File: src/rtl/bsoc_pkg.sv
// Shared types and constants of the battery test cycle sequencer.
package bsoc_pkg;

	localparam int PCT_W   = 7;
	localparam int PHASE_W = 4;
	localparam int CAP_W   = 2;
	localparam int GUARD_W = 8;
	localparam int CFG_IDX_W  = 1;
	localparam int CFG_DATA_W = 7;

	localparam logic [CFG_IDX_W-1:0] REG_HIGH_LEVEL = 1'd0;
	localparam logic [CFG_IDX_W-1:0] REG_LOW_LEVEL  = 1'd1;

	localparam logic [PCT_W-1:0] HIGH_LEVEL_RESET = 7'd80;
	localparam logic [PCT_W-1:0] LOW_LEVEL_RESET  = 7'd10;

	localparam logic [PHASE_W-1:0] PH_IDLE           = 4'd0;
	localparam logic [PHASE_W-1:0] PH_START          = 4'd1;
	localparam logic [PHASE_W-1:0] PH_REST_HIGH      = 4'd2;
	localparam logic [PHASE_W-1:0] PH_CHARGE_UP      = 4'd3;
	localparam logic [PHASE_W-1:0] PH_DISCHARGE_DOWN = 4'd4;
	localparam logic [PHASE_W-1:0] PH_DISCHARGE_LOW  = 4'd5;
	localparam logic [PHASE_W-1:0] PH_REST_LOW       = 4'd6;
	localparam logic [PHASE_W-1:0] PH_CHARGE_HIGH    = 4'd7;
	localparam logic [PHASE_W-1:0] PH_REST_END       = 4'd8;

	localparam logic [CAP_W-1:0] CAP_NONE  = 2'd0;
	localparam logic [CAP_W-1:0] CAP_FIRST = 2'd1;
	localparam logic [CAP_W-1:0] CAP_MID   = 2'd2;
	localparam logic [CAP_W-1:0] CAP_LAST  = 2'd3;

	typedef struct packed {
		logic [PCT_W-1:0] charge_pct;
		logic             wait_over;
		logic             keep_alive_active;
		logic             partial_cycle_active;
		logic             set_cycle_enable;
		logic             set_autotest;
	} tick_t;

	typedef struct packed {
		logic               charge_on;
		logic               discharge_on;
		logic               timer_run;
		logic               timer_clear;
		logic [CAP_W-1:0]   capture_point;
		logic               params_read;
		logic               finished;
		logic [PHASE_W-1:0] phase_now;
	} result_t;

	typedef struct packed {
		logic [PCT_W-1:0] high_level_pct;
		logic [PCT_W-1:0] low_level_pct;
	} cfg_t;

	typedef struct packed {
		logic [PHASE_W-1:0] phase;
		logic [GUARD_W-1:0] guards;
		logic               charge;
		logic               discharge;
		logic               timer_en;
		logic               params_done;
		logic               cycle_en;
		logic               autotest_req;
	} seq_state_t;

endpackage

File: src/rtl/bsoc_step.sv
// Next-state and result logic for one poll tick of the test sequence.
module bsoc_step import bsoc_pkg::*; (
	input  seq_state_t st,
	input  cfg_t       cfg,
	input  tick_t      tick,
	output seq_state_t st_next,
	output result_t    res
);

	logic [PHASE_W-1:0] ph;
	logic [PHASE_W-1:0] ph_m1;
	logic [2:0]         gidx;
	logic               guard;
	logic               clr;
	logic [CAP_W-1:0]   cap;
	logic               prd;
	logic               fin;
	logic [PCT_W-1:0]   target;

	always_comb begin
		st_next = st;
		clr     = 1'b0;
		cap     = CAP_NONE;
		prd     = 1'b0;
		fin     = 1'b0;
		ph      = (st.phase == PH_IDLE) ? PH_START : st.phase;
		ph_m1   = ph - PHASE_W'(1);
		gidx    = ph_m1[2:0];
		guard   = st.guards[gidx];
		target  = (ph == PH_DISCHARGE_LOW) ? cfg.low_level_pct : cfg.high_level_pct;

		if (tick.set_cycle_enable) st_next.cycle_en = 1'b1;
		if (tick.set_autotest)     st_next.autotest_req = 1'b1;

		if (!tick.keep_alive_active && st_next.cycle_en && !tick.partial_cycle_active) begin
			if (st.phase == PH_IDLE) begin
				st_next.charge    = 1'b0;
				st_next.discharge = 1'b0;
			end
			if (st_next.autotest_req) begin
				if (!st.params_done) begin
					st_next.params_done = 1'b1;
					prd = 1'b1;
				end
				st_next.phase = ph;
				case (ph) inside
					PH_START: begin
						if (tick.charge_pct == cfg.high_level_pct)
							st_next.phase = PH_REST_HIGH;
						else if (tick.charge_pct < cfg.high_level_pct)
							st_next.phase = PH_CHARGE_UP;
						else
							st_next.phase = PH_DISCHARGE_DOWN;
					end
					PH_REST_HIGH, PH_REST_LOW, PH_REST_END: begin
						if (!guard) begin
							// First tick of a rest: drives off, rest timer running.
							st_next.charge       = 1'b0;
							st_next.discharge    = 1'b0;
							st_next.timer_en     = 1'b1;
							st_next.guards[gidx] = 1'b1;
						end else if (tick.wait_over) begin
							st_next.guards[gidx] = 1'b0;
							if (ph == PH_REST_HIGH) begin
								cap = CAP_FIRST;
								st_next.phase = PH_DISCHARGE_LOW;
							end else if (ph == PH_REST_LOW) begin
								cap = CAP_MID;
								st_next.phase = PH_CHARGE_HIGH;
							end else begin
								cap = CAP_LAST;
								clr = 1'b1;
								fin = 1'b1;
								st_next.timer_en     = 1'b0;
								st_next.autotest_req = 1'b0;
								st_next.cycle_en     = 1'b0;
								st_next.params_done  = 1'b0;
								st_next.phase        = PH_IDLE;
							end
						end
					end
					PH_CHARGE_UP, PH_DISCHARGE_DOWN, PH_DISCHARGE_LOW, PH_CHARGE_HIGH: begin
						if (!guard) begin
							st_next.charge    = (ph == PH_CHARGE_UP) || (ph == PH_CHARGE_HIGH);
							st_next.discharge = !((ph == PH_CHARGE_UP) || (ph == PH_CHARGE_HIGH));
							st_next.guards[gidx] = 1'b1;
							if ((ph == PH_DISCHARGE_LOW) || (ph == PH_CHARGE_HIGH)) begin
								st_next.timer_en = 1'b0;
								clr = 1'b1;
							end
						end else if (tick.charge_pct == target) begin
							st_next.guards[gidx] = 1'b0;
							if (ph == PH_DISCHARGE_LOW)
								st_next.phase = PH_REST_LOW;
							else if (ph == PH_CHARGE_HIGH)
								st_next.phase = PH_REST_END;
							else
								st_next.phase = PH_REST_HIGH;
						end
					end
					default: st_next.phase = PH_IDLE;
				endcase
			end
		end

		res.charge_on     = st_next.charge;
		res.discharge_on  = st_next.discharge;
		res.timer_run     = st_next.timer_en;
		res.timer_clear   = clr;
		res.capture_point = cap;
		res.params_read   = prd;
		res.finished      = fin;
		res.phase_now     = st_next.phase;
	end

endmodule

File: config.mk
export PLATFORM = sky130hd
export DESIGN_NAME = bsoc_step
export DESIGN_NICKNAME = d
export VERILOG_FILES = /design/src/rtl/bsoc_pkg.sv /design/src/rtl/bsoc_step.sv
export SDC_FILE = /design/constraint.sdc
export NUM_CORES = 1
export LEC_CHECK = 0
export BUFFER_PORTS_ARGS = -buffer_cell sky130_fd_sc_hd__buf_2
export CORE_MARGIN = 1
export CORE_UTILIZATION = 51
export DETAILED_ROUTE_END_ITERATION = 6
export GPL_TIMING_DRIVEN = 1
export PLACE_DENSITY_LB_ADDON = 0.15
export SLEW_MARGIN = 20
export SYNTH_ARGS = -nofsm -noshare
export SYNTH_HDL_FRONTEND = slang
export SYNTH_SLANG_ARGS = --single-unit
File: constraint.sdc
create_clock -name vclk -period 5.45
set_input_delay 0.545 -clock vclk [all_inputs]
set_output_delay 0.545 -clock vclk [all_outputs]
set_load 0.02 [all_outputs]
==> results.md <==
* Fillers at about 290
* Wire per inst at approximately 13 µm
* GPL Wtd Cong at approximately 0.87
* YS warnings at 0
* Drt first pass iters at 4
* # nets final at 300
* LEAKAGE at a little over 0.7 nW
* Nature of the critical path endpoint: output port
* Cts repair resizes at 0
* Slew at the pin closest to its max-slew limit at approximately 860 ps
* Total power at between 100 and 150 µW
* Crit path largest cell delay at around 500 ps
* First DRT Iteration DRCs at 44
* Crit-path cells: buf_2, nor3b_1, or4_4, a31oi_4, nor4b_4, mux2_1, o21ai_1, buf_2
* Clock period minus worst slack at about 3500 ps
* Final Max Tran Viols at 0
* Finished Core Util at roughly 64%
* DP HPWL at 2920 µm
* Crit share post-route at a little under two thirds
* Core Region at ~0.0025 mm²
* CP Max Fanout at 24
* Placed cell area at around 0.0016 mm²
* Cells after Synth at approximately 200
* Final instance count without filler cells at around 280
* Dpl cells at approximately 280
* VDD IR max at approximately 53 µV
* Design area at about 0.0016 mm²
* Setup Fix Bufs, Post-CTS at 0
* Synthesized-area fraction occupied by adder cells at around 6.7%
* Final setup fails at 0
* Die footprint at about 0.0028 mm²
* # diodes at 0
* CP most frequent cell: buf_2
* Pin count of the biggest net entering global routing at 25
* Status: finished clean
* Detailed Route WL at 3610 µm
* CP Data Required Time at 4910 ps
* Share of layout cells above drive strength 1 at a little over a third
* Pwr per Cell Area at around 86 mW/mm²
* Die Width at ~53 µm
* Buf/Inv on CP at 2
* Vias after detailed routing at approximately 1600
* Initial Utilization at a little over half
* Antenna-violating nets left at 0
* Synth unique cells at 58
* Rel. slew slack at 41.9%
* Seq/Total Area, Yosys at 0%
* Mux cell area share after synthesis at under 10%
* GR Util All Layers at between 20 and 30%
* Hold Path Class: in -> out
* Max Cap Viol at 0
* Fin Setup TNS at 0 ps
* Register Area at 0 µm²
* PortBufs at 74
* Vias in the first global route at between 1000 and 1500
* Syn_area_per_cell at between 6 and 7 µm²
* Synth-to-layout area growth at 19.7%
* Synth Cell Area at 0.00131 mm²
* Most common cell after layout, fill and taps aside: buf_2
* Largest family of logic cells by synthesized area: simple AND/OR/NAND/NOR gates
* Global-route wire length before repair at ~6000 µm
* Syn Nets at 247
* Gr ovfl total at 0
* Initial antenna violation count at 0
* Die H at ~53 µm
* Row Count at 18
* Fmax at about 0.29 GHz
* CP arrival at about 2900 ps
* Commonest non-fill, non-tap cells in the layout: 74 x buf_2, 27 x nor2_1, 11 x nand2_1
* Cell family with most CP delay: simple AND/OR/NAND/NOR gates
* DRC viols at 0
* Cts-stage hold buffer count at 0
* Synth Area in XOR/XNOR at around 6%
* Worst Setup Slack, final at around 2000 ps
* Via density at about 5.8
* Number of I/O pins at 74
* CP Class: in -> out
* Synth Area in Simple Gates at 42.2%
* Clkbuf count at 0
* Worst hold slack at between 1000 and 1500 ps
* Multi-input gate area at around 0.0011 mm²
* Startpoint types: primary input
* FF+latch count at 0
* RSZ-0062 raised after global routing: no
* Hold Fails Final Rpt at 0
* Compound-Gate Fraction of Synth Area at between 20 and 30%
* DP Worst Slack at 1990 ps
* Slowest-stage cell, CP: or4_4
logic make-up after synthesis:
kind of cell             Yosys count
XOR/XNOR                           9
AND/OR/NAND/NOR                   94
adder cells (fa/ha/maj)            7
AO/OA/AOI/OAI                     50
multiplexers                       5
buffers and inverters             31
power breakdown:
group / switching [mW] / internal, mW
Sequential: 0 / 0
Clock: 0 / 0
Combinational: 0.0820 / 0.0529
Total: 0.0820 / 0.0529
cells in the mapped netlist (6+ instances only):
| master | count | area (µm²) |
|---|---|---|
| ha_1 | 7 | 87.6 |
| a21oi_1 | 9 | 45.0 |
| xor2_1 | 8 | 70.1 |
| o21ai_0 | 9 | 45.0 |
| nor2_1 | 27 | 101 |
| o21ai_1 | 6 | 30.0 |
| inv_1 | 8 | 30.0 |
| buf_4 | 12 | 90.1 |
| nor2b_1 | 9 | 56.3 |
| nand2_1 | 11 | 41.3 |
| nor3_1 | 6 | 30.0 |
| clkbuf_1 | 7 | 26.3 |
routing by layer:
| metal | up-vias | part of all wire [%] | routed length, µm | global-route usage, % |
|---|---|---|---|---|
| met5 | - | 0 | 0 | 0 |
| met4 | 0 | 0 | 0 | 0.877 |
| met3 | 0 | 7.1 | 256 | 2.61 |
| met2 | 74 | 44 | 1600 | 47.3 |
| met1 | 720 | 49 | 1750 | 38.7 |
| li1 | 812 | - | - | - |
layout make-up:
| type | instances | area share (%) |
|---|---|---|
| multi-input cells | 165 | 72.2 |
| well taps | 30 | 2.39 |
| repair buffers | 74 | 23.5 |
| inverters | 8 | 1.91 |
worst paths after layout:
check | startpoint | to | depth (start not counted)
setup / recovery | st[17] | res[1] | 8
hold / removal | st[6] | st_next[6] | 2
Note: power is estimated with default switching activity, not from simulation.
