### src/rtl/bsoc_pkg.sv
// Shared types and constants of the battery test cycle sequencer.
package bsoc_pkg;

	localparam int PCT_W   = 7;
	localparam int PHASE_W = 4;
	localparam int CAP_W   = 2;
	localparam int GUARD_W = 8;
	localparam int CFG_IDX_W  = 1;
	localparam int CFG_DATA_W = 7;

	localparam logic [CFG_IDX_W-1:0] REG_HIGH_LEVEL = 1'd0;
	localparam logic [CFG_IDX_W-1:0] REG_LOW_LEVEL  = 1'd1;

	localparam logic [PCT_W-1:0] HIGH_LEVEL_RESET = 7'd80;
	localparam logic [PCT_W-1:0] LOW_LEVEL_RESET  = 7'd10;

	localparam logic [PHASE_W-1:0] PH_IDLE           = 4'd0;
	localparam logic [PHASE_W-1:0] PH_START          = 4'd1;
	localparam logic [PHASE_W-1:0] PH_REST_HIGH      = 4'd2;
	localparam logic [PHASE_W-1:0] PH_CHARGE_UP      = 4'd3;
	localparam logic [PHASE_W-1:0] PH_DISCHARGE_DOWN = 4'd4;
	localparam logic [PHASE_W-1:0] PH_DISCHARGE_LOW  = 4'd5;
	localparam logic [PHASE_W-1:0] PH_REST_LOW       = 4'd6;
	localparam logic [PHASE_W-1:0] PH_CHARGE_HIGH    = 4'd7;
	localparam logic [PHASE_W-1:0] PH_REST_END       = 4'd8;

	localparam logic [CAP_W-1:0] CAP_NONE  = 2'd0;
	localparam logic [CAP_W-1:0] CAP_FIRST = 2'd1;
	localparam logic [CAP_W-1:0] CAP_MID   = 2'd2;
	localparam logic [CAP_W-1:0] CAP_LAST  = 2'd3;

	typedef struct packed {
		logic [PCT_W-1:0] charge_pct;
		logic             wait_over;
		logic             keep_alive_active;
		logic             partial_cycle_active;
		logic             set_cycle_enable;
		logic             set_autotest;
	} tick_t;

	typedef struct packed {
		logic               charge_on;
		logic               discharge_on;
		logic               timer_run;
		logic               timer_clear;
		logic [CAP_W-1:0]   capture_point;
		logic               params_read;
		logic               finished;
		logic [PHASE_W-1:0] phase_now;
	} result_t;

	typedef struct packed {
		logic [PCT_W-1:0] high_level_pct;
		logic [PCT_W-1:0] low_level_pct;
	} cfg_t;

	typedef struct packed {
		logic [PHASE_W-1:0] phase;
		logic [GUARD_W-1:0] guards;
		logic               charge;
		logic               discharge;
		logic               timer_en;
		logic               params_done;
		logic               cycle_en;
		logic               autotest_req;
	} seq_state_t;

endpackage

### src/rtl/bsoc_cfg.sv
// Level registers written through the configuration port.
module bsoc_cfg import bsoc_pkg::*; (
	input  logic                  clk,
	input  logic                  arst_n,
	input  logic                  cfg_we,
	input  logic [CFG_IDX_W-1:0]  cfg_idx,
	input  logic [CFG_DATA_W-1:0] cfg_wdata,
	output cfg_t                  cfg
);

	cfg_t cfg_q;

	always_ff @(posedge clk or negedge arst_n) begin
		if (!arst_n) begin
			cfg_q.high_level_pct <= HIGH_LEVEL_RESET;
			cfg_q.low_level_pct  <= LOW_LEVEL_RESET;
		end else if (cfg_we) begin
			unique case (cfg_idx)
				REG_HIGH_LEVEL: cfg_q.high_level_pct <= cfg_wdata[PCT_W-1:0];
				REG_LOW_LEVEL:  cfg_q.low_level_pct  <= cfg_wdata[PCT_W-1:0];
			endcase
		end
	end

	assign cfg = cfg_q;

endmodule

### config.mk
export PLATFORM = sky130hd
export DESIGN_NAME = bsoc_cfg
export DESIGN_NICKNAME = d
export VERILOG_FILES = /design/src/rtl/bsoc_pkg.sv /design/src/rtl/bsoc_cfg.sv
export SDC_FILE = /design/constraint.sdc
export NUM_CORES = 1
export LEC_CHECK = 0
export ABC_AREA = 0
export BUFFER_PORTS_ARGS = -buffer_cell sky130_fd_sc_hd__buf_2
export CAP_MARGIN = 40
export CORE_AREA = 2 2 39 41
export CTS_BUF_LIST = sky130_fd_sc_hd__clkbuf_8
export CTS_CLUSTER_DIAMETER = 120
export CTS_CLUSTER_SIZE = 28
export DETAILED_ROUTE_END_ITERATION = 7
export DIE_AREA = 0 0 41 43
export PLACE_DENSITY = 0.73
export SKIP_LAST_GASP = 1
export SYNTH_ARGS = -nofsm -noshare
export SYNTH_HDL_FRONTEND = slang
export SYNTH_SLANG_ARGS = --single-unit
### constraint.sdc
create_clock -name clk -period 1 [get_ports clk]
set_input_delay 0.1 -clock clk [delete_from_list [all_inputs] [get_ports clk]]
set_output_delay 0.1 -clock clk [all_outputs]
set_load 0.05 [all_outputs]
==> summary.md, run 1 <==
| Metric | Value |
|---|---|
| Clock transition at path regs | `around 60 ps` |
| Die H | `between 40 and 50 um` |
| Synth warn | `0` |
| Crit path max-delay family | `flip-flops` |
| Clk network pwr share | `28.6%` |
| Initial antenna violation count | `0` |
| Global-route wire length before repair | `between 1500 and 2000 um` |
| Drt wl/cell | `13.24 um` |
| Crit path capture | `cfg[13]` |
| Cts bufs inserted | `3` |
| Slew headroom | `~80%` |
| Cell taking the most area after synthesis | `dfrtp_1` |
| Synthesized instance count | `31` |
| Root Driver | `clkbuf_8` |
| Min-Delay Path Class | `in -> reg` |
| Clock Latency Late Sink | `~240 ps` |
| Vias in the first global route | `385` |
| CP max-delay cell | `dfstp_2` |
| Synthesized area | `about 570 um^2` |
| Slew Limit Fails | `0` |
| Fmax | `962.9 MHz` |
| Failing checks | `setup timing` |
| Final period utilization | `103.8%` |
| Post-layout nets | `71` |
| Min Tclk post-route | `between 1000 and 1500 ps` |
| Unrepaired setup endpoints after global routing | `true` |
| Die ar. | `between 1500 and 2000 um^2` |
| Number of cells on the critical path | `1` |
| Vias per inst | `about 4.7` |
| Worst Path Arrival | `around 940 ps` |
| DRC Markers | `0` |
| Critical-path cell list | `buf_8` |
| Crit path largest cell delay | `approximately 550 ps` |
| Largest net degree at the start of global routing | `15` |
| Reg2reg end | `cfg[10]$_DFFE_PN0P_` |
| Slew @ Worst Pin | `302.6 ps` |
| CTS tree | `yes` |
| Crit path required time | `approximately 900 ps` |
| Sequential share of power | `38.7%` |
| Initial Utilization | `41.23%` |
| FF+latch area | `355.3 um^2` |
| Status | `complete, but fails checks` |
| Row Count | `14` |
| Combinational power share | `approximately a third` |
| Number of antenna diodes | `0` |
| Area Growth Syn to Fin | `41.01%` |
| Final Wtd Congestion | `approximately 0.65` |
| Max-Cap Viols | `0` |
| Average size of a mapped cell | `around 18 um^2` |
| Post-DP HPWL | `roughly 700 um` |
| Skew final | `0 ps` |
| Setup violators final | `4` |
| Cell variety after synth | `7` |
| CORE AREA | `approximately 1400 um^2` |
| Die width | `between 40 and 50 um` |
| # IOs | `25` |
| Layout cells sized above 1 | `81.36%` |
| Critical path class | `reg -> out` |
| Detail Route Antenna Nets | `0` |
| Worst R2R Setup Slack | `roughly 240 ps` |
| Multi-input logic area | `around 200 um^2` |
| Setup_tns | `-106.9 ps` |
| Vias post-DR | `352` |
| Final core occ | `around three fifths` |
| PD cells | `~2300 nW/um^2` |
| Worst R2R Start | `cfg[10]$_DFFE_PN0P_` |
| Initial DRC Count | `1` |
| CP bufs+invs | `1` |
| Most area-consuming cells after synthesis | `dfrtp_1 (44%), dfstp_2 (18%), mux2_4 (18%)` |
| Setup ws final | `-38.48 ps` |
| 1st-pass router iterations | `3` |
| Clk buf depth | `2` |
| DRT Wirelength | `993 um` |
| CP max FO | `2` |
| Sw Ratio | `33.61%` |
| Post-synthesis sequential area ratio | `around 62%` |
| Critical Path Start | `cfg[13]$_DFFE_PN1P_` |
| # fillers | `around 110` |
| Final Hold Vio Count | `0` |
| Yosys top cell area share | `a little over two fifths` |
| Reg2Reg Depth | `1` |
| CTS Sinks | `14` |
| Critical path capture point type | `output pin` |
| H-Tree Level Count | `1` |
| Max reg flops | `14` |
| Synth Register Bits | `14` |
| Setup crit start kind | `register` |
| Leak | `~0.39 nW` |
| VDD IR-drop max | `~1.1 mV` |
| P_sw | `around 0.00063 W` |
| Synth Net Count | `42` |
| Global router's overall resource usage | `between 10% and 20%` |
| Global route overflow | `0` |
| Pint | `roughly 0.0012 W` |
| I/O Buffers | `24` |
stage by stage:
stage	instance area, um^2	setup slack [ps]	hold WS [ps]	power (W)	std cells
floorplan	570.5	5.727	-195.6	0.001148	31
global placement	699.4	52.86	4.472	0.001273	70
detailed placement	699.4	37.46	5.924	0.001278	70
CTS	800.8	-36.83	102.8	0.001876	75
global route	804.5	-67.72	99.47	0.001956	75
finish	804.5	-38.48	105.0	0.001862	75
synth_stat cells:
cell type  number
dfrtp_1        10
dfstp_2         4
mux2_4          7
mux2_2          7
nand2_2         1
nor2b_4         1
buf_6           1
layout make-up:
cell class,instances,area share [%]
Multi-Input combinational cell,16,25.35
Timing Repair Buffer,25,21.15
Sequential cell,14,44.17
Tap cell,16,2.488
Clock buffer,4,6.843
logic make-up after synthesis:
| kind of cell | synth area share (%) |
|---|---|
| multiplexers | 32.24 |
| buffers and inverters | 1.974 |
| AND/OR/NAND/NOR | 3.509 |
| flip-flops | 62.28 |
cell usage in the layout, fill, tap and decap left out:
cell,netlist,layout
mux2_4,7,7
clkbuf_8,0,4
dlygate4sd3_1,0,1
mux2_2,7,7
buf_8,0,4
dfrtp_1,10,10
nor2b_4,1,1
dfstp_2,4,4
buf_2,0,20
nand2_2,1,1
per-layer routing:
metal  routed length, um  global-route usage [%]  vias up
met1                 426                   18.21      171
met3                  71                   3.141        0
met5                   0                       0        -
met2                 496                   21.25       16
met4                   0                   8.000        0
li1                    -                       -      165
worst min path at each step:
stage	to	slack, ps	cells after the start	from
4_1_cts	cfg[12]$_DFFE_PN0P_	100	2	cfg_wdata[5]
5_1_grt	cfg[7]$_DFFE_PN0P_	100	2	cfg_wdata[0]
6_report	cfg[12]$_DFFE_PN0P_	110	2	cfg_wdata[5]
2_1_floorplan	cfg[0]$_DFFE_PN0P_	-200	0	arst_n
3_3_place_gp	cfg[2]$_DFFE_PN0P_	4	1	arst_n
3_5_place_dp	cfg[2]$_DFFE_PN0P_	6	1	arst_n
repair_timing:
action                                  4_1_cts  5_1_grt
setup buffers                                 0        0
hold buffers                                  1        0
endpoints found under the setup margin        4        4
hold endpoints to repair                     10        0
gates resized for setup                      11        1
power groups by stage:
stage	Sequential (W)	Combinational [W]	Clock [W]
5_1_grt	0.000732	0.000638	0.000587
4_1_cts	0.000721	0.000609	0.000546
3_3_place_gp	0.000716	0.000556	0
6_report	0.000721	0.000609	0.000532
2_1_floorplan	0.00102	0.000125	0
3_5_place_dp	0.000718	0.000561	0
(Power assumes the default switching activity.)
==> run 2, diff against run 1 <==
--- a/config.mk
+++ b/config.mk
@@ -9,3 +9,3 @@
 export BUFFER_PORTS_ARGS = -buffer_cell sky130_fd_sc_hd__buf_2
-export CAP_MARGIN = 40
+export CAP_MARGIN = 20
 export CORE_AREA = 2 2 39 41
@@ -13,3 +13,2 @@
 export CTS_CLUSTER_DIAMETER = 120
-export CTS_CLUSTER_SIZE = 28
 export DETAILED_ROUTE_END_ITERATION = 7
--- a/constraint.sdc
+++ b/constraint.sdc
@@ -3,2 +3,2 @@
 set_output_delay 0.1 -clock clk [all_outputs]
-set_load 0.05 [all_outputs]
+set_load 0.01 [all_outputs]
==> run 2 against run 1 <==
  * The flow now finishes without violations
  * Total power fell by 16%
  * Worst setup slack better by 63 ps
  * Flip-flop and latch count stayed put
  * Routed wire length fell by 3.4%
  * Global-route usage fell by 0.31 points
  * Final area decreased by 1.9%
  * Final cell count stayed put
  * Clock skew did not move
  * Worst hold slack lost 1.2 ps
  * Utilization is 1.1 points lower
  * Sequential power is 0.8% lower
  * Register-to-register slack is essentially flat
  * Critical endpoint unchanged
  * Largest cell class unchanged
  * Highest routed layer unchanged
==> summary.md, run 2 (same netlist as run 1, synthesis figures left out) <==
| Metric | Value |
|---|---|
| # IOs | `25` |
| Crit path required time | `900 ps` |
| FF+latch area | `~360 um^2` |
| Clk buf depth | `2` |
| Crit path max-delay family | `flip-flops` |
| Largest net degree at the start of global routing | `15` |
| Post CTS Setup Buffer Count | `0` |
| Initial Utilization | `approximately two fifths` |
| Worst R2R Setup Slack | `between 200 and 250 ps` |
| Global router's overall resource usage | `roughly 14%` |
| Die ar. | `about 1800 um^2` |
| Initial antenna violation count | `0` |
| Unrepaired setup endpoints after global routing | `true` |
| Vias per inst | `about 4.6` |
| H-Tree Level Count | `1` |
| DRT Wirelength | `959 um` |
| Die width | `between 40 and 50 um` |
| Met2 Resource Use GR | `between 20% and 30%` |
| Most common cell after layout, fill and taps aside | `buf_2` |
| Max-Cap Viols | `0` |
| Global route overflow | `0` |
| I/O Buffers | `24` |
| PD cells | `around 2000 nW/um^2` |
| 1st-pass router iterations | `1` |
| CP max-delay cell | `dfstp_2` |
| Critical Path Start | `cfg[13]$_DFFE_PN1P_` |
| Initial DRC Count | `0` |
| Cts bufs inserted | `3` |
| Crit path capture | `cfg[13]` |
| CTS Sinks | `14` |
| VDD IR-drop max | `approximately 1.1 mV` |
| Final Wtd Congestion | `0.6527` |
| Worst Path Arrival | `880 ps` |
| Critical path capture point type | `output pin` |
| Final period utilization | `between 90% and 100%` |
| Clock Latency Late Sink | `240 ps` |
| Number of cells on the critical path | `1` |
| Post-layout nets | `71` |
| Vias in the first global route | `~380` |
| Status | `finished clean` |
| CP bufs+invs | `1` |
| Min Tclk post-route | `975.6 ps` |
| Clock transition at path regs | `~60 ps` |
| Critical path class | `reg -> out` |
| Skew final | `0 ps` |
| Fmax | `1025 MHz` |
| Slew @ Worst Pin | `just under 300 ps` |
| Drt wl/cell | `roughly 13 um` |
| CTS tree | `yes` |
| Leak | `around 0.39 nW` |
| Layout cells sized above 1 | `about four fifths` |
| Vias post-DR | `roughly 350` |
| Setup crit start kind | `register` |
| Final Hold Vio Count | `0` |
| Slew Limit Fails | `0` |
| Grt peak-use layer | `met2` |
| Reg2Reg Depth | `1` |
| Worst R2R Start | `cfg[10]$_DFFE_PN0P_` |
| Min-Delay Path Class | `in -> reg` |
| WHS | `103.9 ps` |
| Root Driver | `clkbuf_8` |
| Setup violators final | `0` |
| Max reg flops | `14` |
| Global-route wire length before repair | `about 1600 um` |
| # fillers | `around 110` |
| Most frequent cells in the layout | `buf_2 (20), dfrtp_1 (10), mux2_4 (7), mux2_2 (7)` |
| Slew headroom | `between 80 and 90%` |
| Row Count | `14` |
| Multi-input logic area | `between 200 and 250 um^2` |
| Critical-path cell list | `buf_6` |
| DRC Markers | `0` |
| GRT met3 Usage | `between 3 and 4%` |
| Number of antenna diodes | `0` |
| CORE AREA | `1384 um^2` |
| Grt met1 use | `18.56%` |
| Die H | `~43 um` |
| Detail Route Antenna Nets | `0` |
| Area Growth Syn to Fin | `38.38%` |
| CP max FO | `2` |
| Tot Pwr | `roughly 0.0016 W` |
| Post-DP HPWL | `between 600 and 700 um` |
| Reg2reg end | `cfg[10]$_DFFE_PN0P_` |
| Crit path largest cell delay | `roughly 540 ps` |
==> run 2: final cells by class <==
cell class / instances / share of cell area (%)
well taps: 16 / 2.536
multi-input cells: 16 / 25.83
repair buffers: 25 / 19.65
flip-flops and latches: 14 / 45.01
clock buffers: 4 / 6.973
==> run 2: how the worst min path moves through the flow <==
stage	from	to	slack (ps)	depth (start not counted)
finish	cfg_wdata[5]	cfg[12]$_DFFE_PN0P_	100	2
global route	cfg_wdata[0]	cfg[7]$_DFFE_PN0P_	100	2
CTS	cfg_wdata[5]	cfg[12]$_DFFE_PN0P_	100	2
detailed placement	arst_n	cfg[2]$_DFFE_PN0P_	6	1
global placement	arst_n	cfg[2]$_DFFE_PN0P_	4	1
floorplan	arst_n	cfg[0]$_DFFE_PN0P_	-200	0
==> run 2: per-stage QoR <==
step / setup TNS [ps] / util [%] / area, um^2 / setup WS (ps) / cells
6_report: 0 / 57.05 / 789.5 / 24.44 / 75
5_1_grt: -14.78 / 57.05 / 789.5 / -9.022 / 75
4_1_cts: 0 / 55.24 / 764.5 / 7.675 / 75
3_5_place_dp: 0 / 50.54 / 699.4 / 37.46 / 70
3_3_place_gp: 0 / 50.54 / 699.4 / 52.86 / 70
2_1_floorplan: 0 / - / 570.5 / 220.7 / 31
==> run 2: report_power, final <==
| part | switching (W) | total (W) | internal [W] |
|---|---|---|---|
| sequential | 0.0000462 | 0.000715 | 0.000669 |
| clock | 0.000187 | 0.000535 | 0.000348 |
| combinational | 0.000126 | 0.000322 | 0.000196 |
==> run 2: repair_timing <==
action | CTS | global route
resized for setup | 0 | 4
hold buffers | 1 | 0
endpoints found under the hold margin | 10 | 0
endpoints found under the setup margin | 0 | 4
==> run 2: routing by layer <==
layer  wire length (um)  share of wire (%)
met2                460                 48
met5                  0                  0
met3                 68                7.1
met1                430                 45
met4                  0                  0
